--- config.mk ---
export PLATFORM = sky130hd
export DESIGN_NAME = pbfn_ctrl
export DESIGN_NICKNAME = d
export VERILOG_FILES = /design/src/pbfn_pkg.sv /design/src/pbfn_ctrl.sv
export SDC_FILE = /design/constraint.sdc
export NUM_CORES = 1
export LEC_CHECK = 0
export ABC_AREA = 1
export ABC_CLOCK_PERIOD_IN_PS = 850
export CORE_AREA = 2 2 39 41
export CTS_BUF_LIST = sky130_fd_sc_hd__clkbuf_4 sky130_fd_sc_hd__clkbuf_8 sky130_fd_sc_hd__clkbuf_16
export CTS_CLUSTER_SIZE = 14
export DETAILED_ROUTE_END_ITERATION = 12
export DIE_AREA = 0 0 41 43
export DONT_BUFFER_PORTS = 1
export GPL_TIMING_DRIVEN = 0
export PLACE_DENSITY = 0.4
export SYNTH_ARGS = -nofsm -noshare
export SYNTH_HDL_FRONTEND = slang
export SYNTH_SLANG_ARGS = --single-unit
--- constraint.sdc ---
create_clock -name i_clk -period 0.85 [get_ports i_clk]
set_clock_uncertainty 0.05 [all_clocks]
set_input_delay 0.17 -clock i_clk [delete_from_list [all_inputs] [get_ports i_clk]]
set_output_delay 0.17 -clock i_clk [all_outputs]
set_load 0.005 [all_outputs]
--- src/pbfn_pkg.sv ---
package pbfn_pkg;

    // Address space and bitmap geometry
    localparam int ADDR_BITS     = 32;
    localparam int PAGE_SHIFT    = 12;
    localparam int MAP_WORD_BITS = 32;
    localparam int PAGE_BITS     = ADDR_BITS - PAGE_SHIFT;
    localparam int BIT_BITS      = $clog2(MAP_WORD_BITS);
    localparam int WIDX_BITS     = PAGE_BITS - BIT_BITS;
    localparam int MAP_WORDS     = 1 << WIDX_BITS;

    // Stream payload layout
    localparam int CMD_BITS       = 2;
    localparam int SIZE_BITS      = 32;
    localparam int TAG_BITS       = 2;
    localparam int IN_FIELD_BITS  = CMD_BITS + ADDR_BITS + SIZE_BITS;
    localparam int IN_DATA_BITS   = ((IN_FIELD_BITS + 7) / 8) * 8;
    localparam int OUT_FIELD_BITS = 1 + 1 + ADDR_BITS + TAG_BITS;
    localparam int OUT_DATA_BITS  = ((OUT_FIELD_BITS + 7) / 8) * 8;

    typedef enum logic [CMD_BITS-1:0] {
        CMD_ADD   = 2'd0,
        CMD_TEST  = 2'd1,
        CMD_NEXT  = 2'd2,
        CMD_RANGE = 2'd3
    } t_cmd;

    typedef enum logic [TAG_BITS-1:0] {
        TAG_NONE = 2'd0,
        TAG_ALL  = 2'd1,
        TAG_SOME = 2'd2
    } t_tag;

    // Controller to datapath
    typedef struct packed {
        logic clr_we;
        logic load;
        logic step;
        logic finish;
    } t_ctrl;

    // Datapath to controller
    typedef struct packed {
        logic clr_last;
        logic scan_done;
        logic out_free;
    } t_stat;

endpackage

--- src/pbfn_ctrl.sv ---
module pbfn_ctrl
    import pbfn_pkg::*;
(
    input  logic  i_clk,
    input  logic  i_rst_n,
    input  logic  i_s_tvalid,
    output logic  o_s_tready,
    input  t_stat i_stat,
    output t_ctrl o_ctrl
);

    typedef enum logic [3:0] {
        S_CLEAR = 4'b0001,
        S_IDLE  = 4'b0010,
        S_READ  = 4'b0100,
        S_EVAL  = 4'b1000
    } t_state;

    t_state r_state, n_state;

    always_ff @(posedge i_clk) begin
        if (!i_rst_n) begin
            r_state <= S_CLEAR;
        end else begin
            r_state <= n_state;
        end
    end

    // Sequence: sweep the bitmap, then read and evaluate one word at a time
    always_comb begin
        n_state = r_state;
        unique case (r_state)
            S_CLEAR: if (i_stat.clr_last) n_state = S_IDLE;
            S_IDLE:  if (i_s_tvalid) n_state = S_READ;
            S_READ:  n_state = S_EVAL;
            S_EVAL: begin
                if (!i_stat.scan_done) begin
                    n_state = S_READ;
                end else if (i_stat.out_free) begin
                    n_state = S_IDLE;
                end
            end
            default: n_state = S_CLEAR;
        endcase
    end

    assign o_s_tready    = (r_state == S_IDLE);
    assign o_ctrl.clr_we = (r_state == S_CLEAR);
    assign o_ctrl.load   = (r_state == S_IDLE) && i_s_tvalid;
    assign o_ctrl.step   = (r_state == S_EVAL) && !i_stat.scan_done;
    assign o_ctrl.finish = (r_state == S_EVAL) && i_stat.scan_done && i_stat.out_free;

endmodule

==> metrics.yaml, run 1 <==
run_status:
  run_status: "finished, violations left"
  violations: "negative setup slack"
pwr:
  power_leakage_nw: 0.235
  power_density_mw_per_mm2: 2850
  irDropWorstVdd_mv: 1.03
cts:
  clockBufferDepth: 2
  cts-root-buf: "clkbuf_4"
  cts.sinks: 4
  cts-htree-levels: 1
  cts_buffers: 3
  path_clk_slew_ns: 0.03
  cts_tree: "built"
  insertion_delay_ns: 0.23
drt:
  vias: 329
  drtIter0Drc: 3
  viasPerCell: 4.51
  drc: 0
  finalWirelength_um: 679
  drt_first_pass_iters: 4
  ant_nets: 0
  wl_per_cell_um: 9.30
synthesis:
  synth-seq-area-share_pct: 29.8
  synth.cell_area_um2: 269
  synth_seq_cells: 4
  synth_area_per_cell_um2: 6.26
  synth_warnings: 0
  synth_area_leaders: "dfxtp_1 30%, inv_1 14%, nand3_1 13%, nor2_2 12%, nand2_1 8.4%"
  synth_nets: 49
  synth.largest_area_cell: "dfxtp_1"
  synth_cells: 43
  yosysUniqueCellTypes: 9
  synth_top_area_share_pct: 29.8
timing:
  finalHoldViolCount: 0
  slew_headroom_pct: 88.9
  period_needed_ns: 1.18
  fin_ws_ns: -0.326
  drv_slew: 0
  whs_ns: 0.0127
  max_freq_ghz: 0.850
  rsz0062_at_grt: "yes"
  finalSetupViolCount: 9
  tightest_slew_ns: 0.166
  fin_crit_sh_pct: 138
setup_path:
  crit_arrival_ns: 0.96
  endpoint_kind: "primary output"
  worst-setup-path-type: "flip-flop to primary output"
  path_delay_family: "flip-flops"
  cpPeakStageDelay_ns: 0.34
  cp_cell_sequence: "inv_2, nor2_4, nand3_2, nor2_2"
  crit_slowest_cell: "dfxtp_2"
  path_buf_inv: 1
  startpoint_type: "flip-flop"
  required_ns: 0.63
  ff2ff_setup_slack_ns: -0.31
  critPathMaxFanout: 4
finish:
  drive_gt1_share_pct: 71.9
  largest_register_ffs: 4
  seqCellArea_um2: 90.1
  fillers: 154
  num_antenna_cells: 0
  nNetsFinal: 65
  design_area_um2: 483
  layout_commonest_cell: "buf_4"
  syn_to_final_growth_pct: 79.5
  regMostFlops: "r_state"
  multi_input_area_um2: 214
  final_cell_mix: "7 x buf_4, 6 x nand3_2, 5 x inv_2, 5 x nor2_4, 5 x nor2_2"
  fin_cells: 73
  top_regs: "r_state (4)"
global_routing:
  track_usage_pct: 9.65
  grt_pass1_vias: 287
  grt_pass1_wl_um: 1080
  grt_max_degree: 5
  grt_overflow_total: 0
  grt_antenna_before_repair: 0
die:
  fp.coreArea_mm2: 0.00138
  initial_core_util_pct: 19.4
  num_rows: 14
  dieHeight_um: 43
  io_pins: 11
  die_w_um: 41
  die_area_mm2: 0.00176
placed_design:
  numPortBuffers: 0
  dp_slack_ns: -0.141
  placed_area_um2: 314
  dp_cells: 59
  dp.final_hpwl_um: 467
  gp_congestion: 0.626
job:
  drv_cap: 0
hold_path:
  min_path_type: "input port to flip-flop"
==> final timing paths <==
path,from,endpoint,cells after the start
max,r_state[3],o_ctrl[0],4
min,i_rst_n,r_state[1],2
max reg2reg,r_state[3],r_state[1],8
min reg2reg,r_state[2],r_state[3],2
==> synthesized netlist by cell type <==
master	number
nor2_1	6
nand4_1	2
inv_1	10
nand3_1	7
a21boi_0	1
nand2_1	6
nand3_2	2
dfxtp_1	4
nor2_2	5
==> stage by stage <==
stage	util [%]	setup TNS [ns]	total power, mW
floorplan	-	-0.350	0.701
global placement	22.7	-1.06	0.779
detailed placement	22.7	-0.952	0.773
CTS	31.6	-2.21	1.31
global route	34.9	-2.93	1.50
finish	34.9	-2.38	1.38
==> final cells by class <==
cell class	count	share of cell area, %
clock buffers	3	4.66
repair buffers	11	19.9
flip-flops and latches	4	18.7
well taps	16	4.15
inverters	10	8.29
multi-input cells	29	44.3
==> layer usage <==
metal | routed length (um) | GRT usage [%] | share of wire, % | vias up
met1 | 257 | 10.6 | 38 | 147
li1 | - | - | - | 163
met2 | 329 | 12.5 | 48 | 15
met5 | 0 | 0 | 0 | -
met3 | 75 | 5.76 | 11 | 4
met4 | 17 | 8.00 | 2.5 | 0
==> kinds of logic (layout without fill, tap and decap cells) <==
group | count (synthesis) | in the layout | synth area share, %
compound gates | 1 | 1 | 2.79
buf+inv | 10 | 24 | 14.0
flops | 4 | 4 | 29.8
simple gates | 28 | 28 | 53.5
==> where the power goes <==
group | internal [mW] | switching (mW) | total, mW
Sequential | 0.281 | 0.115 | 0.396
Clock | 0.157 | 0.0700 | 0.227
Combinational | 0.373 | 0.380 | 0.754
Total | 0.812 | 0.565 | 1.38
==> what timing repair did <==
| action | 4_1_cts | 5_1_grt |
|---|---|---|
| endpoints found under the setup margin | 9 | 9 |
| hold endpoints to repair | 1 | 0 |
| gates cloned | 0 | 0 |
| resized for setup | 15 | 8 |
| pin swaps | 8 | 4 |
| buffers inserted | 7 | 4 |
| hold buffers | 1 | 0 |
(Power assumes the default switching activity.)
==> inputs of run 2 (changes only) <==
- SKIP_LAST_GASP: not set -> 1
==> run 2 against run 1 <==
Against the previous run: the run still ends with negative setup slack left; die area is the same; design area rose by 1.0%; setup slack improved by 0.012 ns; maximum frequency up 1.0%; core utilization rose by 0.36 points; wire length is 2.1% higher; non-clock buffer count down 1; critical path type unchanged; highest routed layer unchanged.
==> metrics.yaml, run 2 (synthesized netlist as in run 1, its figures left out) <==
setup_path:
  crit_arrival_ns: 0.94
  cp_cell_sequence: "inv_2, nor2_4, nand3_2, nor2_2"
  reg2reg_depth: 6
  cpPeakStageDelay_ns: 0.34
  critPathLaunch: "r_state[3]"
  r2r_start: "r_state[1]"
  startpoint_type: "flip-flop"
  worst-setup-path-type: "flip-flop to primary output"
  critPathCapture: "o_ctrl[0]"
  endpoint_kind: "primary output"
  ff2ff_setup_slack_ns: -0.21
  rr_endpoint: "r_state[2]"
  required_ns: 0.63
  critPathMaxFanout: 4
  crit_slowest_cell: "dfxtp_2"
global_routing:
  track_usage_pct: 9.35
  grt_pass1_vias: 279
  grt_overflow_total: 0
  grt_max_degree: 5
  grt_antenna_before_repair: 0
  grt_pass1_wl_um: 1040
timing:
  whs_ns: 0.0394
  finalHoldViolCount: 0
  fin_crit_sh_pct: 137
  drv_slew: 0
  slew_headroom_pct: 88.9
  finalSetupViolCount: 9
  max_freq_ghz: 0.859
  period_needed_ns: 1.16
  tightest_slew_ns: 0.166
  rsz0062_at_grt: "yes"
  fin_ws_ns: -0.315
run_status:
  violations: "negative setup slack"
  run_status: "finished, violations left"
cts:
  path_clk_slew_ns: 0.03
  insertion_delay_ns: 0.23
  cts-root-buf: "clkbuf_4"
  clockBufferDepth: 2
  cts.sinks: 4
  cts-htree-levels: 1
  cts_tree: "built"
  cts_buffers: 3
finish:
  regMostFlops: "r_state"
  seqCellArea_um2: 90.1
  fillers: 161
  num_antenna_cells: 0
  drive_gt1_share_pct: 67.9
  syn_to_final_growth_pct: 81.4
  nNetsFinal: 64
  multi_input_area_um2: 226
  largest_register_ffs: 4
  top_regs: "r_state (4)"
placed_design:
  numPortBuffers: 0
  dp.final_hpwl_um: 467
  gp_congestion: 0.626
job:
  drv_cap: 0
drt:
  ant_nets: 0
  finalWirelength_um: 693
  vias: 317
  drtIter0Drc: 2
  drt_first_pass_iters: 2
  drc: 0
  wl_per_cell_um: 9.63
  viasPerCell: 4.40
pwr:
  power_mw: 1.44
  irDropWorstVdd_mv: 0.933
  pwr-share-seq_pct: 27.2
  power_leakage_nw: 0.235
  p_comb_share_pct: 57.2
  clockPowerShare_pct: 15.6
  power_density_mw_per_mm2: 2950
  swShare_pct: 41.5
  p_switching_mw: 0.597
  internal_power_mw: 0.842
die:
  num_rows: 14
  fp.coreArea_mm2: 0.00138
  io_pins: 11
  initial_core_util_pct: 19.4
  dieHeight_um: 43
  die_area_mm2: 0.00176
  die_w_um: 41
hold_path:
  min_path_type: "input port to flip-flop"
run 2: cell types whose count changed in the layout (fill, tap and decap cells not counted):
cell           change
buf_4              -2
dlygate4sd3_1      +1
inv_1              +1
inv_4              -1
nand2_2            -1
nand2_4            +1
nand3_2            -1
nand3_4            +1
run 2: worst min-delay path by stage:
stage                  from          to  depth (start not counted)
floorplan           i_rst_n  r_state[0]                          1
finish              i_rst_n  r_state[3]                          1
global route        i_rst_n  r_state[3]                          1
detailed placement  i_rst_n  r_state[0]                          1
CTS                 i_rst_n  r_state[1]                          2
global placement    i_rst_n  r_state[0]                          1
run 2: metrics by stage:
step           instance area [um^2]  setup slack (ns)  util [%]  TNS (ns)  std cells
6_report                        488            -0.315      35.3     -2.22         72
3_3_place_gp                    314            -0.163      22.7     -1.06         59
2_1_floorplan                   294           -0.0703         -    -0.350         43
5_1_grt                         488            -0.393      35.3     -2.78         72
3_5_place_dp                    314            -0.141      22.7    -0.952         59
4_1_cts                         424            -0.325      30.7     -2.24         70
run 2: cell type report:
type / instances / share of cell area [%]
multi-input combinational: 29 / 46.4
timing repair buffer: 10 / 18.7
sequential: 4 / 18.5
inverter: 10 / 7.69
clock buffer: 3 / 4.62
tap: 16 / 4.10
run 2: layer usage:
metal	share of wire, %	routed length (um)	global-route usage (%)
met1	41	284	10.0
met2	49	342	12.2
met3	8.7	60	5.76
met4	0.87	6	8.00
met5	0	0	0
run 2: worst max-delay path: cells and delay by family (launching register included):
family	cells	cell delay [ns]
buffers and inverters	1	0.05
DFF	1	0.34
and+or+nand+nor	3	0.31
run 2: power by group through the flow:
stage	combinational, mW	sequential [mW]	clock (mW)
2_1_floorplan	0.363	0.338	0
4_1_cts	0.637	0.370	0.238
5_1_grt	0.900	0.404	0.253
3_5_place_dp	0.427	0.347	0
6_report	0.824	0.391	0.224
3_3_place_gp	0.433	0.346	0
run 2: repair_timing:
| action | in CTS | in global routing |
|---|---|---|
| hold buffers | 1 | 1 |
| gates resized for setup | 11 | 12 |
| setup buffers | 7 | 1 |
| pin swaps | 8 | 6 |
| gates cloned | 0 | 0 |
| setup endpoints to repair | 9 | 9 |
| endpoints found under the hold margin | 1 | 1 |
